## src/rtl/core/servo_angle_sweep_controller_core_macros.svh

```systemverilog
// Assertion macros shared by the servo sweep controller core.
// Depends on nothing; included by the modules that carry assertions.
`ifndef SERVO_ANGLE_SWEEP_CONTROLLER_CORE_MACROS_SVH
`define SERVO_ANGLE_SWEEP_CONTROLLER_CORE_MACROS_SVH

// Same-cycle implication, checked outside reset.
`define SASC_ASSERT_SAME(label, clk, rst_n, ante, cons, msg) \
  label: assert property (@(posedge clk) disable iff (!rst_n) (ante) |-> (cons)) \
    else $error(msg);

// Next-cycle implication, checked outside reset.
`define SASC_ASSERT_NEXT(label, clk, rst_n, ante, cons, msg) \
  label: assert property (@(posedge clk) disable iff (!rst_n) (ante) |=> (cons)) \
    else $error(msg);

`endif

```

## src/rtl/core/sasc_pkg.sv

```systemverilog
// Types, codes and constants of the servo sweep controller core.
// Used by every module of the core; depends on nothing.
package sasc_pkg;

  localparam int unsigned NUM_CH = 3;
  localparam int unsigned OUT_CH = 3;
  localparam int unsigned MAP_CH = (NUM_CH < OUT_CH) ? NUM_CH : OUT_CH;

  localparam int unsigned ANG_W = 11;
  localparam int unsigned DRV_W = 12;
  localparam logic [ANG_W-1:0] ANG_FULL  = 11'd1800;
  localparam logic [ANG_W-1:0] ANG_RESET = 11'd900;

  // command codes
  localparam logic [2:0] CMD_TICK       = 3'd0;
  localparam logic [2:0] CMD_SET_ANGLE  = 3'd1;
  localparam logic [2:0] CMD_ENABLE_ONE = 3'd2;
  localparam logic [2:0] CMD_ENABLE_ALL = 3'd3;
  localparam logic [2:0] CMD_SWEEP_SET  = 3'd4;
  localparam logic [2:0] CMD_ALL_ON     = 3'd5;
  localparam logic [2:0] CMD_ALL_OFF    = 3'd6;
  localparam logic [2:0] CMD_SWEEP_TGL  = 3'd7;

  // configuration registers
  localparam int unsigned CFG_IDX_W  = 3;
  localparam int unsigned CFG_DATA_W = 12;
  localparam logic [CFG_IDX_W-1:0] REG_PULSE_MIN    = 3'd0;
  localparam logic [CFG_IDX_W-1:0] REG_PULSE_MAX    = 3'd1;
  localparam logic [CFG_IDX_W-1:0] REG_SWEEP_PERIOD = 3'd2;
  localparam logic [CFG_IDX_W-1:0] REG_SWEEP_STEP   = 3'd3;
  localparam logic [11:0] RST_PULSE_MIN    = 12'd102;
  localparam logic [11:0] RST_PULSE_MAX    = 12'd512;
  localparam logic [7:0]  RST_SWEEP_PERIOD = 8'd20;
  localparam logic [7:0]  RST_SWEEP_STEP   = 8'd18;

  // queue between front and back
  localparam int unsigned QDEPTH = 2;
  localparam int unsigned QPTR_W = 1;
  localparam int unsigned QCNT_W = 2;

  // drive arithmetic: span*angle/1800 = ((span*angle) >> 3) / 225
  localparam int unsigned PROD_W   = DRV_W + ANG_W;
  localparam int unsigned PRE_SH   = 3;
  localparam int unsigned X_W      = PROD_W - PRE_SH;
  localparam int unsigned RECIP_W  = 21;
  localparam int unsigned RECIP_SH = 28;
  localparam int unsigned T_W      = X_W + RECIP_W;
  localparam int unsigned Q0_W     = T_W - RECIP_SH;
  localparam int unsigned REM_W    = X_W + 1;
  localparam logic [RECIP_W-1:0] RECIP  = 21'd1193046;  // floor(2^28 / 225)
  localparam logic [REM_W-1:0]   DIV_LO = 21'd225;

  typedef enum logic [1:0] {
    OP_KEEP,
    OP_LOAD,
    OP_ZERO
  } drv_op_t;

  typedef struct packed {
    logic [2:0]         cmd;
    logic [3:0]         channel;
    logic               enable_flag;
    logic signed [15:0] angle_tenths;
  } in_item_t;

  typedef struct packed {
    logic [11:0] drive_ch0;
    logic [11:0] drive_ch1;
    logic [11:0] drive_ch2;
    logic [2:0]  enabled_mask;
    logic        sweeping;
  } out_item_t;

  typedef struct packed {
    logic [11:0] pulse_min;
    logic [11:0] pulse_max;
    logic [7:0]  sweep_period;
    logic [7:0]  sweep_step;
  } cfg_t;

  // one classified item on its way to the drive pipeline
  typedef struct packed {
    drv_op_t [NUM_CH-1:0]             op;
    logic [NUM_CH-1:0][ANG_W-1:0]     angle;
    logic [NUM_CH-1:0]                enabled;
    logic                             sweeping;
  } job_t;

endpackage

```

## src/rtl/core/sasc_front.sv

```systemverilog
// Front end: accepts items, updates enable/angle/sweep state, emits drive jobs.
// Depends on sasc_pkg and the core assertion macros.
`include "servo_angle_sweep_controller_core_macros.svh"

module sasc_front import sasc_pkg::*; (
  input  logic     clk,
  input  logic     rst_n,
  input  cfg_t     cfg,
  input  logic     in_valid,
  output logic     in_ready,
  input  in_item_t in_data,
  input  logic     q_full,
  output logic     q_push,
  output job_t     q_job
);

  logic [NUM_CH-1:0]            en_r, en_nxt;
  logic [NUM_CH-1:0][ANG_W-1:0] ang_r, ang_nxt;
  logic                         on_r, on_nxt;
  logic [ANG_W-1:0]             pos_r, pos_nxt;
  logic                         fall_r, fall_nxt;
  logic [7:0]                   cnt_r, cnt_nxt;

  logic [8:0]        cnt_inc;
  logic signed [12:0] pos_s, step_s, moved;
  logic [ANG_W-1:0]  step_pos;
  logic              step_fall;
  logic [ANG_W-1:0]  sat_ang;
  logic              ch_ok;
  drv_op_t [NUM_CH-1:0] op;

  assign in_ready = !q_full;
  assign q_push   = in_valid && in_ready;

  assign cnt_inc = {1'b0, cnt_r} + 9'd1;
  assign pos_s   = signed'({2'b00, pos_r});
  assign step_s  = signed'({5'b00000, cfg.sweep_step});
  assign moved   = fall_r ? (pos_s - step_s) : (pos_s + step_s);
  assign ch_ok   = 32'(in_data.channel) < NUM_CH;

  // triangle turn points
  always_comb begin
    if (moved >= 13'sd1800) begin
      step_pos  = ANG_FULL;
      step_fall = 1'b1;
    end else if (moved <= 13'sd0) begin
      step_pos  = '0;
      step_fall = 1'b0;
    end else begin
      step_pos  = moved[ANG_W-1:0];
      step_fall = fall_r;
    end
  end

  always_comb begin
    if (in_data.angle_tenths < 16'sd0) begin
      sat_ang = '0;
    end else if (in_data.angle_tenths > 16'sd1800) begin
      sat_ang = ANG_FULL;
    end else begin
      sat_ang = in_data.angle_tenths[ANG_W-1:0];
    end
  end

  always_comb begin
    en_nxt   = en_r;
    ang_nxt  = ang_r;
    on_nxt   = on_r;
    pos_nxt  = pos_r;
    fall_nxt = fall_r;
    cnt_nxt  = cnt_r;
    for (int k = 0; k < NUM_CH; k++) begin
      op[k] = OP_KEEP;
    end
    case (in_data.cmd)
      CMD_TICK: begin
        cnt_nxt = (cnt_inc > {1'b0, cfg.sweep_period}) ? cfg.sweep_period : cnt_inc[7:0];
        if (on_r && (cnt_nxt >= cfg.sweep_period)) begin
          cnt_nxt  = '0;
          pos_nxt  = step_pos;
          fall_nxt = step_fall;
          for (int k = 0; k < NUM_CH; k++) begin
            ang_nxt[k] = step_pos;
            if (en_r[k]) begin
              op[k] = OP_LOAD;
            end
          end
        end
      end
      CMD_SET_ANGLE: begin
        for (int k = 0; k < NUM_CH; k++) begin
          if (ch_ok && (in_data.channel == 4'(k))) begin
            en_nxt[k]  = 1'b1;
            ang_nxt[k] = sat_ang;
            op[k]      = OP_LOAD;
          end
        end
      end
      CMD_ENABLE_ONE: begin
        for (int k = 0; k < NUM_CH; k++) begin
          if (ch_ok && (in_data.channel == 4'(k))) begin
            en_nxt[k] = in_data.enable_flag;
            op[k]     = in_data.enable_flag ? OP_LOAD : OP_ZERO;
          end
        end
      end
      CMD_ENABLE_ALL: begin
        for (int k = 0; k < NUM_CH; k++) begin
          en_nxt[k] = in_data.enable_flag;
          op[k]     = in_data.enable_flag ? OP_LOAD : OP_ZERO;
        end
      end
      CMD_SWEEP_SET: begin
        on_nxt = in_data.enable_flag;
        if (in_data.enable_flag) begin
          pos_nxt  = '0;
          fall_nxt = 1'b0;
        end
      end
      CMD_ALL_ON: begin
        for (int k = 0; k < NUM_CH; k++) begin
          en_nxt[k] = 1'b1;
          op[k]     = OP_LOAD;
        end
      end
      CMD_ALL_OFF: begin
        on_nxt = 1'b0;
        for (int k = 0; k < NUM_CH; k++) begin
          en_nxt[k] = 1'b0;
          op[k]     = OP_ZERO;
        end
      end
      CMD_SWEEP_TGL: begin
        on_nxt = !on_r;
        // turning on enables all channels but leaves their drives alone
        if (!on_r) begin
          pos_nxt  = '0;
          fall_nxt = 1'b0;
          en_nxt   = '1;
        end
      end
      default: begin
        on_nxt = on_r;
      end
    endcase
  end

  always_comb begin
    q_job.op       = op;
    q_job.angle    = ang_nxt;
    q_job.enabled  = en_nxt;
    q_job.sweeping = on_nxt;
  end

  always_ff @(posedge clk) begin
    if (!rst_n) begin
      en_r   <= '0;
      for (int k = 0; k < NUM_CH; k++) begin
        ang_r[k] <= ANG_RESET;
      end
      on_r   <= 1'b0;
      pos_r  <= '0;
      fall_r <= 1'b0;
      cnt_r  <= '0;
    end else if (q_push) begin
      en_r   <= en_nxt;
      ang_r  <= ang_nxt;
      on_r   <= on_nxt;
      pos_r  <= pos_nxt;
      fall_r <= fall_nxt;
      cnt_r  <= cnt_nxt;
    end
  end

  `SASC_ASSERT_SAME(a_pos_range, clk, rst_n, 1'b1, pos_r <= ANG_FULL, "sweep position above full scale")
  `SASC_ASSERT_SAME(a_top_falls, clk, rst_n, pos_r == ANG_FULL, fall_r, "sweep at top but not falling")
  `SASC_ASSERT_SAME(a_bottom_rises, clk, rst_n, fall_r, pos_r != '0, "sweep falling at zero")

endmodule

```

## src/rtl/core/sasc_fifo.sv

```systemverilog
// Two-entry job queue between the front end and the drive pipeline.
// Depends on sasc_pkg.
module sasc_fifo import sasc_pkg::*; (
  input  logic clk,
  input  logic rst_n,
  input  logic push,
  input  job_t push_job,
  output logic full,
  input  logic pop,
  output logic valid,
  output job_t head
);

  job_t              mem [QDEPTH];
  logic [QPTR_W-1:0] wr_r, wr_nxt;
  logic [QPTR_W-1:0] rd_r, rd_nxt;
  logic [QCNT_W-1:0] cnt_r, cnt_nxt;

  assign full  = (cnt_r == QCNT_W'(QDEPTH));
  assign valid = (cnt_r != '0);
  assign head  = mem[rd_r];

  always_comb begin
    wr_nxt  = wr_r;
    rd_nxt  = rd_r;
    if (push) begin
      wr_nxt = (wr_r == QPTR_W'(QDEPTH - 1)) ? '0 : wr_r + 1'b1;
    end
    if (pop) begin
      rd_nxt = (rd_r == QPTR_W'(QDEPTH - 1)) ? '0 : rd_r + 1'b1;
    end
    cnt_nxt = cnt_r + QCNT_W'(push) - QCNT_W'(pop);
  end

  always_ff @(posedge clk) begin
    if (!rst_n) begin
      wr_r  <= '0;
      rd_r  <= '0;
      cnt_r <= '0;
    end else begin
      wr_r  <= wr_nxt;
      rd_r  <= rd_nxt;
      cnt_r <= cnt_nxt;
    end
  end

  always_ff @(posedge clk) begin
    if (push) begin
      mem[wr_r] <= push_job;
    end
  end

endmodule

```

## src/rtl/core/sasc_back.sv

```systemverilog
// Drive pipeline: span*angle, reciprocal divide by 1800, drive registers, result register.
// Depends on sasc_pkg and the core assertion macros.
`include "servo_angle_sweep_controller_core_macros.svh"

module sasc_back import sasc_pkg::*; (
  input  logic      clk,
  input  logic      rst_n,
  input  cfg_t      cfg,
  input  logic      q_valid,
  input  job_t      q_head,
  output logic      q_pop,
  output logic      out_valid,
  input  logic      out_ready,
  output out_item_t out_data
);

  // stage A: product
  logic                          a_v_r;
  drv_op_t [NUM_CH-1:0]          a_op_r;
  logic [NUM_CH-1:0][PROD_W-1:0] a_p_r, a_p_nxt;
  logic [NUM_CH-1:0]             a_en_r;
  logic                          a_sw_r;
  // stage B: reciprocal product
  logic                          b_v_r;
  drv_op_t [NUM_CH-1:0]          b_op_r;
  logic [NUM_CH-1:0][X_W-1:0]    b_x_r, b_x_nxt;
  logic [NUM_CH-1:0][Q0_W-1:0]   b_q0_r, b_q0_nxt;
  logic [NUM_CH-1:0]             b_en_r;
  logic                          b_sw_r;
  // drive state and result register
  logic [NUM_CH-1:0][DRV_W-1:0]  drv_r, drv_nxt, drv_val;
  logic                          out_v_r;
  out_item_t                     out_data_r, out_nxt;

  logic                          a_free, b_free, o_free;
  logic                          dn;
  logic [DRV_W-1:0]              span;
  logic [NUM_CH-1:0][T_W-1:0]    prod_t;
  logic [NUM_CH-1:0][REM_W-1:0]  rem;
  logic [NUM_CH-1:0][DRV_W-1:0]  quo;
  logic [OUT_CH-1:0][DRV_W-1:0]  drv_pad;
  logic [OUT_CH-1:0]             mask_pad;

  assign o_free = !out_v_r || out_ready;
  assign b_free = !b_v_r || o_free;
  assign a_free = !a_v_r || b_free;
  assign q_pop  = q_valid && a_free;

  assign out_valid = out_v_r;
  assign out_data  = out_data_r;

  // inverted span counts down from pulse_min
  assign dn   = cfg.pulse_max < cfg.pulse_min;
  assign span = dn ? (cfg.pulse_min - cfg.pulse_max) : (cfg.pulse_max - cfg.pulse_min);

  always_comb begin
    for (int k = 0; k < NUM_CH; k++) begin
      a_p_nxt[k]  = PROD_W'(span) * PROD_W'(q_head.angle[k]);
      b_x_nxt[k]  = a_p_r[k][PROD_W-1:PRE_SH];
      prod_t[k]   = T_W'(b_x_nxt[k]) * T_W'(RECIP);
      b_q0_nxt[k] = prod_t[k][RECIP_SH +: Q0_W];
      // q0 is at most one short of the quotient
      rem[k]      = REM_W'(b_x_r[k]) - (REM_W'(b_q0_r[k]) * DIV_LO);
      quo[k]      = DRV_W'(b_q0_r[k] + Q0_W'(rem[k] >= DIV_LO));
      drv_val[k]  = dn ? (cfg.pulse_min - quo[k]) : (cfg.pulse_min + quo[k]);
      case (b_op_r[k])
        OP_LOAD: drv_nxt[k] = drv_val[k];
        OP_ZERO: drv_nxt[k] = '0;
        default: drv_nxt[k] = drv_r[k];
      endcase
    end
  end

  always_comb begin
    drv_pad  = '0;
    mask_pad = '0;
    for (int k = 0; k < MAP_CH; k++) begin
      drv_pad[k]  = drv_nxt[k];
      mask_pad[k] = b_en_r[k];
    end
    out_nxt.drive_ch0    = drv_pad[0];
    out_nxt.drive_ch1    = drv_pad[1];
    out_nxt.drive_ch2    = drv_pad[2];
    out_nxt.enabled_mask = mask_pad;
    out_nxt.sweeping     = b_sw_r;
  end

  always_ff @(posedge clk) begin
    if (!rst_n) begin
      a_v_r   <= 1'b0;
      b_v_r   <= 1'b0;
      out_v_r <= 1'b0;
      drv_r   <= '0;
    end else begin
      if (a_free) begin
        a_v_r <= q_pop;
      end
      if (b_free) begin
        b_v_r <= a_v_r;
      end
      if (o_free) begin
        out_v_r <= b_v_r;
        if (b_v_r) begin
          drv_r <= drv_nxt;
        end
      end
    end
  end

  always_ff @(posedge clk) begin
    if (q_pop) begin
      a_op_r <= q_head.op;
      a_p_r  <= a_p_nxt;
      a_en_r <= q_head.enabled;
      a_sw_r <= q_head.sweeping;
    end
    if (b_free && a_v_r) begin
      b_op_r <= a_op_r;
      b_x_r  <= b_x_nxt;
      b_q0_r <= b_q0_nxt;
      b_en_r <= a_en_r;
      b_sw_r <= a_sw_r;
    end
    if (o_free && b_v_r) begin
      out_data_r <= out_nxt;
    end
  end

  `SASC_ASSERT_NEXT(a_zero_op, clk, rst_n, b_v_r && o_free && (b_op_r[0] == OP_ZERO), drv_r[0] == '0, "disabled channel drive not cleared")
  `SASC_ASSERT_NEXT(a_no_ghost, clk, rst_n, !out_v_r && !b_v_r, !out_v_r, "result appeared without a job")
  `SASC_ASSERT_SAME(a_out_tracks, clk, rst_n, out_v_r, out_data_r.drive_ch0 == drv_r[0], "result drive differs from drive state")

endmodule

```

## src/rtl/core/servo_angle_sweep_controller_core.sv

```systemverilog
// Three-channel servo controller with triangle sweep: top level.
// Holds the configuration registers; depends on sasc_pkg, sasc_front, sasc_fifo, sasc_back.
//
// Input channel (in_valid/in_ready/in_data): one item is a millisecond tick or a
// command. Each accepted item gives exactly one result on the output channel
// (out_valid/out_ready/out_data): the three drive counts after the item, the
// enable mask and the sweep flag.
// Configuration (cfg_valid/cfg_ready/cfg_index/cfg_data): cfg_ready is always high;
// index 0 pulse_min, 1 pulse_max, 2 sweep_period_ms, 3 sweep_step; other indexes
// are dropped. Write only while no item is in flight.
// An accepted item is written into the job queue, then passes the span multiply
// stage, the reciprocal multiply stage and the result register, where out_valid
// rises. Throughput: one item per cycle while results are taken; the front end
// updates channel state on acceptance and each pipeline stage holds one item.
// Receiver stall: the result register holds, the pipeline fills, then the
// two-entry queue fills and in_ready drops. in_ready returns the cycle after
// a result is taken.
// Reset (rst_n low, synchronous): all channels off, angles 90 degrees, drives 0,
// sweep off at position 0, registers back to 102/512/20/18. No clearing pass.
module servo_angle_sweep_controller_core import sasc_pkg::*; (
  input  logic                  clk,
  input  logic                  rst_n,
  input  logic                  in_valid,
  output logic                  in_ready,
  input  in_item_t              in_data,
  output logic                  out_valid,
  input  logic                  out_ready,
  output out_item_t             out_data,
  input  logic                  cfg_valid,
  output logic                  cfg_ready,
  input  logic [CFG_IDX_W-1:0]  cfg_index,
  input  logic [CFG_DATA_W-1:0] cfg_data
);

  cfg_t cfg_r;
  logic q_full, q_push, q_pop, q_valid;
  job_t q_job, q_head;

  assign cfg_ready = 1'b1;

  always_ff @(posedge clk) begin
    if (!rst_n) begin
      cfg_r.pulse_min    <= RST_PULSE_MIN;
      cfg_r.pulse_max    <= RST_PULSE_MAX;
      cfg_r.sweep_period <= RST_SWEEP_PERIOD;
      cfg_r.sweep_step   <= RST_SWEEP_STEP;
    end else if (cfg_valid && cfg_ready) begin
      case (cfg_index)
        REG_PULSE_MIN:    cfg_r.pulse_min    <= cfg_data;
        REG_PULSE_MAX:    cfg_r.pulse_max    <= cfg_data;
        REG_SWEEP_PERIOD: cfg_r.sweep_period <= cfg_data[7:0];
        REG_SWEEP_STEP:   cfg_r.sweep_step   <= cfg_data[7:0];
        default:          cfg_r              <= cfg_r;
      endcase
    end
  end

  sasc_front u_front (
    .clk      (clk),
    .rst_n    (rst_n),
    .cfg      (cfg_r),
    .in_valid (in_valid),
    .in_ready (in_ready),
    .in_data  (in_data),
    .q_full   (q_full),
    .q_push   (q_push),
    .q_job    (q_job)
  );

  sasc_fifo u_fifo (
    .clk      (clk),
    .rst_n    (rst_n),
    .push     (q_push),
    .push_job (q_job),
    .full     (q_full),
    .pop      (q_pop),
    .valid    (q_valid),
    .head     (q_head)
  );

  sasc_back u_back (
    .clk       (clk),
    .rst_n     (rst_n),
    .cfg       (cfg_r),
    .q_valid   (q_valid),
    .q_head    (q_head),
    .q_pop     (q_pop),
    .out_valid (out_valid),
    .out_ready (out_ready),
    .out_data  (out_data)
  );

endmodule

```

## config.mk

```make
export PLATFORM = sky130hd
export DESIGN_NAME = servo_angle_sweep_controller_core
export DESIGN_NICKNAME = d
export VERILOG_FILES = /design/src/rtl/core/sasc_pkg.sv /design/src/rtl/core/sasc_front.sv /design/src/rtl/core/sasc_fifo.sv /design/src/rtl/core/sasc_back.sv /design/src/rtl/core/servo_angle_sweep_controller_core.sv
export VERILOG_INCLUDE_DIRS = /design/src /design/src/rtl/core
export SDC_FILE = /design/constraint.sdc
export NUM_CORES = 2
export LEC_CHECK = 0
export BUFFER_PORTS_ARGS = -buffer_cell sky130_fd_sc_hd__buf_2
export CAP_MARGIN = 20
export CORE_MARGIN = 1.5
export CORE_UTILIZATION = 25
export CTS_BUF_LIST = sky130_fd_sc_hd__clkbuf_16
export DETAILED_ROUTE_END_ITERATION = 8
export PLACE_DENSITY_LB_ADDON = 0.05
export SLEW_MARGIN = 20
export SYNTH_ARGS = -nofsm -noshare
export SYNTH_HDL_FRONTEND = slang
export SYNTH_SLANG_ARGS = --single-unit
```

## constraint.sdc

```tcl
create_clock -name clk -period 12.9 [get_ports clk]
set_input_delay 0 -clock clk [delete_from_list [all_inputs] [get_ports clk]]
set_output_delay 0 -clock clk [all_outputs]
set_load 0.01 [all_outputs]
```

==> Yosys cells after proc, flatten, opt, wreduce, memory -nomap -nowiden <==
Memories as Yosys holds them, arrays and structs flattened. A register that Yosys moved wholly into a read port is not among the register bits.
Cells that the tools add are included.
{ "op_classes": {"add_sub_neg": 21, "reduce_logical": 29, "mux": 56, "n_eq_ne": 23, "mul": 9, "order_cmp": 11} }
{ "op_table": {"columns": ["op", "count"], "rows": [
  ["$mul 20x20->40 const B", 3],
  ["$mux 11", 10],
  ["$pmux 12 s2", 3],
  ["$mul 12x11->23", 3],
  ["$pmux 33 s2", 1],
  ["$ge 21x8->1 const B", 3],
  ["$mul 13x8->21 const B", 3],
  ["$sub 20x21->21", 3],
  ["$sub 12x12->12", 5],
  ["$mux 12", 4],
  ["$add 12x1->12", 3],
  ["$add 12x12->12", 3],
  ["$pmux 6 s6", 1],
  ["$mux 33", 1],
  ["$pmux 11 s3", 1],
  ["$mux 1", 23],
  ["$pmux 3 s6", 1],
  ["$gt 16x12->1 const B", 1],
  ["$lt 16x1->1 const B", 1],
  ["$mux 8", 2],
  ["$ge 13x12->1 const B", 1],
  ["$le 13x1->1 const B", 1],
  ["$mux 13", 1],
  ["$add 11x8->12", 1],
  ["other kinds (33)", 70]
]} }
{ "word_totals": {"mem_count": 1, "ff_bits": 368, "out_inout_bits": 43, "in_bits": 44, "ram_bits": 86} }
{ "memory_table": {"columns": ["name", "depth", "word_bits", "rd", "rd_clocked_by_memory_dff", "write_ports", "line", "rtl"], "rows": [
  ["u_fifo.mem", 2, 43, 1, 1, 1, "sasc_fifo.sv:14", "job_t mem [QDEPTH];"]
]} }

==> Depth between registers and ports, before layout <==
{ "depth": {"word_depth": 7, "mapped_depth": 39} }

==> Hierarchy <==
Synthesis repeated with hierarchy kept, for this count alone.
{ "unflattened": {"hier_cells": 6486, "hier_area_um2": 62493.7} }
{ "by_module_without_submodules": {"columns": ["module", "n_inst", "cells_per_inst", "area_per_inst_um2"], "rows": [
  ["sasc_back", 1, 5380, 51753.4],
  ["sasc_front", 1, 797, 5621.6],
  ["sasc_fifo", 1, 155, 3535.9],
  ["servo_angle_sweep_controller_core", 1, 154, 1582.8]
]} }

==> Worst setup path after synthesis <==
No wires, ideal clock.
{ "synth_timing": {"path_type": "reg-to-reg", "start": "reg cfg_r[29] (netlist bit)", "end": "reg u_back.a_p_r[22] (netlist bit), data pin", "setup_ps": 158, "required_ps": 12742, "n_path_buf": 2, "stages_incl_launch_ff": 32, "setup_slack_ps": 5042, "synth_period_minus_slack_ps": 7858, "t_arrival_ps": 7700, "path_cell_list": "dfxtp_1 -> inv_1 -> fa_1 -> a21o_1 -> a31oi_1 -> nor3b_1 -> or2_0 -> buf_2 -> a31oi_1 -> a31oi_1 -> xnor2_1 -> buf_2 -> nand2_1 -> fa_1 -> inv_1 -> fa_1 -> inv_1 -> fa_1 -> inv_1 -> fa_1 -> inv_1 -> fa_1 -> inv_1 -> ha_1 -> nor2_1 -> a2111oi_0 -> a311o_1 -> a31oi_1 -> o21bai_1 -> a2111o_1 -> a2111o_1 -> o211ai_1"} }
{ "synth_lines": {"columns": ["element", "line", "rtl"], "rows": [
  ["start: declaration", "servo_angle_sweep_controller_core.sv:35", "cfg_t cfg_r;"],
  ["start signal: assignment", "servo_angle_sweep_controller_core.sv:53", "default: cfg_r <= cfg_r;"],
  ["end signal: assignment", "sasc_back.sv:113", "a_p_r <= a_p_nxt;"],
  ["end: declaration", "sasc_back.sv:20", "logic [NUM_CH-1:0][PROD_W-1:0] a_p_r, a_p_nxt;"]
]} }

==> metrics.md <==
| Metric | Value |
|---|---|
| Final cell count without fillers | 9,590 |
| Critical path's slowest cell | or2_1 |
| Syn Inst Count | 6,227 |
| Required time worst endpoint | around 13,000 ps |
| Hold Buf Count CTS | 39 |
| FF-to-FF Start | cfg_r[29]$_SDFFE_PN1P_ |
| Final TNS setup | 0 ps |
| CTS Buf Count | 67 |
| Cell variety after synth | 88 |
| CP max FO | 24 |
| Async S/R FF share, synth | 0 |
| CTS tree | yes |
| Hold path endpoint | u_front.ang_r[28]$_SDFFE_PN0P_ |
| Total grt overflow | 0 |
| Design Area, Final | 67,300 um^2 |
| Unrepaired setup endpoints after global routing | false |
| Area of the multi-input gates | 42,700 um^2 |
| Worst Setup End Kind | flop |
| Maxcap violations | 0 |
| Nets | between 8,000 and 9,000 |
| Post-CTS Resized | 0 |
| Post-DP HPWL | between 100 and 150 mm |
| Achievable Freq | 104 MHz |
| Number of fill cells | 25,300 |
| R2R Path End | u_back.a_p_r[22]$_DFFE_PP_ |
| Core Box Area | 238,000 um^2 |
| Fin Hold WS | 62.5 ps |
| Endpoints failing setup | 0 |
| Slew Viols, Final | 0 |
| WL final | 186 mm |
| Site row count | between 150 and 200 |
| Post-synth EDFFs | about 310 |
| Largest net degree at the start of global routing | between 100 and 150 |
| Layout cells sized above 1 | 0.0559 |
| Critical Path AT | just over 10,000 ps |
| Post-layout min period | 9620 ps |
| Routed wl met2 | 88.7 mm |
| Cells on Worst Hold Path | 4 |
| Worst setup path category | reg2reg |
| Top sig layer | met4 |
| Max Root-Sink Buffers | 3 |
| Synth-to-layout area growth | 12.0% |
| Vias in the first global route | 45,800 |
| Initial detailed-routing violation count | 1,829 |
| Final Hold Viols | 0 |
| Mapped Area | 60,100 um^2 |
| Die area | 243,000 um^2 |
| Worst hold path class | in2reg |
| Layout Skew | 31.6 ps |
| Outcome | completed |
| Reg-to-reg setup timing slack | 3280 ps |
| Ys Warns | 0 |
| Total global-route track usage | 0.155 |
| Relative slew slack | 0.275 |
| Later-pin clock latency in the skew report | 690 ps |
| Synth Flop Type | edfxtp_1 |
| Final worst-path cycle share | 0.746 |
| Register area share after synthesis | 0.199 |
| WL met1 | between 80 and 90 mm |
| Die Ht | 493 um |
| Placed Cells | 9,427 |
| Hold wc startpoint | in_data[15] |
| Drt drc | 0 |
| Die Wd | 493 um |
| CTS root buffer | clkbuf_16 |
| Total setup buffers inserted after CTS | 0 |
| Flops & latches, synth | 446 |
| Area post-placement | around 65,000 um^2 |
| Final Wtd Congestion | roughly 0.77 |
| WL met3 | 5.68 mm |
| Via-to-Cell Ratio | 4.41 |
| Element type at the critical path start | flop |
| I/O Pins | 87 |
| Post-synthesis average cell area | 9.65 um^2 |
| Routed Antenna Nets | 0 |
| First-pass GRT wire length | 285 mm |
| Via count | 42,300 |
| Max incr delay on CP | 650 ps |
| Syn Nets | 8,112 |
| R2r worst-path depth | 31 |
| Storage element area | ~12,000 um^2 |
| CTS H-Tree Depth | 3 |
| Clk slew on worst S/H paths | 60 ps |
| Initial core utilization | 0.252 |
| Sinks on Clock Net | 446 |
| First-pass DRT Iterations | 6 |
| WL/cell | ~19 um |
| IO buf count | 85 |
| Slew @ Worst Pin | around 1100 ps |
| Initial antenna violation count | 13 |
critical path, delay by kind of cell (launching register included):
| kind | cells | cell delay, ps |
|---|---|---|
| AOI/OAI and AO/OA | 11 | 2850 |
| and+or+nand+nor | 4 | 1400 |
| xor gates and xnor gates | 1 | 150 |
| DFF | 1 | 430 |
| adders and majority gates | 7 | 3070 |
| buffers and inverters | 8 | 1490 |
per-layer routing:
metal / track usage / vias up
met5: 0 / -
met4: 0.0276 / 0
met3: 0.0166 / 104
met2: 0.266 / 461
li1: - / 20800
met1: 0.212 / 21000
placed cells by master, fill, tap and decap left out, types with 25 or more instances in the layout:
cell type / netlist / final
a21o_1: 58 / 58
a21oi_1: 234 / 233
a22oi_1: 46 / 46
a31oi_1: 27 / 27
and2_1: 43 / 43
and3_1: 45 / 44
buf_2: 26 / 85
buf_4: 2 / 85
clkbuf_16: 0 / 67
dfxtp_1: 141 / 140
dlygate4sd3_1: 0 / 39
edfxtp_1: 305 / 305
fa_1: 682 / 682
ha_1: 1159 / 1159
inv_1: 1299 / 1313
mux2_2: 42 / 42
mux2i_1: 34 / 32
nand2_1: 516 / 516
nand2b_1: 57 / 57
nand3_1: 73 / 73
nor2_1: 380 / 378
nor2b_1: 51 / 49
nor3_1: 70 / 69
o211ai_1: 30 / 30
o21a_1: 39 / 39
o21ai_0: 173 / 171
o22ai_1: 25 / 25
o31ai_1: 42 / 42
xnor2_1: 172 / 167
xor2_1: 62 / 58
registers in the layout (all words and copies together), names as in the netlist, 2 cells and up, named ones only:
| signal | flops |
|---|---|
| u_front.en_r | 3 |
| u_back.a_op_r | 6 |
| u_back.a_p_r | 60 |
| u_front.cnt_r | 8 |
| u_fifo.mem | 86 |
| u_back.b_op_r | 6 |
| u_back.b_en_r | 3 |
| u_front.pos_r | 11 |
| u_back.a_en_r | 3 |
| u_back.b_q0_r | 39 |
| cfg_r | 40 |
| u_front.ang_r | 33 |
| u_back.drv_r | 36 |
| u_back.out_data | 40 |
| u_back.b_x_r | 60 |
| u_fifo.cnt_r | 2 |
synth_stat cells, drive strengths merged, types with 23 or more instances:
| library cell | count | share of area |
|---|---|---|
| mux2i | 34 | 0.0057 |
| and2 | 43 | 0.0045 |
| o21a | 39 | 0.0049 |
| o31ai | 42 | 0.0052 |
| a21oi | 235 | 0.020 |
| buf | 36 | 0.0030 |
| inv | 1300 | 0.081 |
| a31oi | 27 | 0.0028 |
| nand3 | 73 | 0.0061 |
| edfxtp | 305 | 0.15 |
| a21o | 58 | 0.0072 |
| xor2 | 62 | 0.0090 |
| nand2b | 57 | 0.0059 |
| o22ai | 26 | 0.0028 |
| nor2b | 51 | 0.0053 |
| xnor2 | 173 | 0.025 |
| nand4 | 23 | 0.0024 |
| ha | 1159 | 0.24 |
| nor3 | 70 | 0.0058 |
| o21ai | 174 | 0.014 |
| nand2 | 516 | 0.032 |
| and3 | 45 | 0.0047 |
| dfxtp | 141 | 0.047 |
| o211ai | 30 | 0.0037 |
| fa | 682 | 0.23 |
| mux2 | 44 | 0.0082 |
| nor2 | 380 | 0.024 |
| clkbuf | 103 | 0.0064 |
| a22oi | 46 | 0.0057 |
worst max-delay path by stage:
stage / slack, ps / to / cells after the start / from
floorplan: 5040 / u_back.a_p_r[22]$_DFFE_PP_ / 31 / cfg_r[29]$_SDFFE_PN1P_
global placement: 3320 / u_back.a_p_r[44]$_DFFE_PP_ / 28 / cfg_r[29]$_SDFFE_PN1P_
detailed placement: 3250 / u_back.a_p_r[22]$_DFFE_PP_ / 31 / cfg_r[29]$_SDFFE_PN1P_
CTS: 3170 / u_back.a_p_r[22]$_DFFE_PP_ / 31 / cfg_r[29]$_SDFFE_PN1P_
global route: 2680 / u_back.a_p_r[22]$_DFFE_PP_ / 31 / cfg_r[29]$_SDFFE_PN1P_
finish: 3280 / u_back.a_p_r[22]$_DFFE_PP_ / 31 / cfg_r[29]$_SDFFE_PN1P_
layout make-up:
cell class | instances | area share
Multi-Input combinational cell | 4341 | 0.635
Sequential cell | 446 | 0.178
Inverter | 1301 | 0.0726
Tap cell | 3167 | 0.0589
Clock buffer | 67 | 0.0249
Timing Repair Buffer | 211 | 0.0220
Clock inverter | 55 | 0.00831
Antenna cell | 2 | 0.0000744
through the flow:
stage | worst slack [ps] | utilization
final | 3280 | 0.282
after floorplan | 5040 | -
after global placement | 3320 | 0.271
after detailed placement | 3250 | 0.271
after global routing | 2680 | 0.282
after CTS | 3170 | 0.282
cells by family after synthesis:
logic type                 count (synthesis)  synth area share
other                                      1         0.0000624
and+or+nand+nor                         1330            0.0992
adders and majority gates               1841             0.469
xor gates and xnor gates                 235            0.0344
buffers and inverters                   1440            0.0908
DFF                                      446             0.199
AOI/OAI and AO/OA                        856            0.0934
muxes                                     78            0.0139
Power is left out: the tool's default activity adds up to more than one toggle a clock period on the data nets, which glitch-free logic cannot reach.
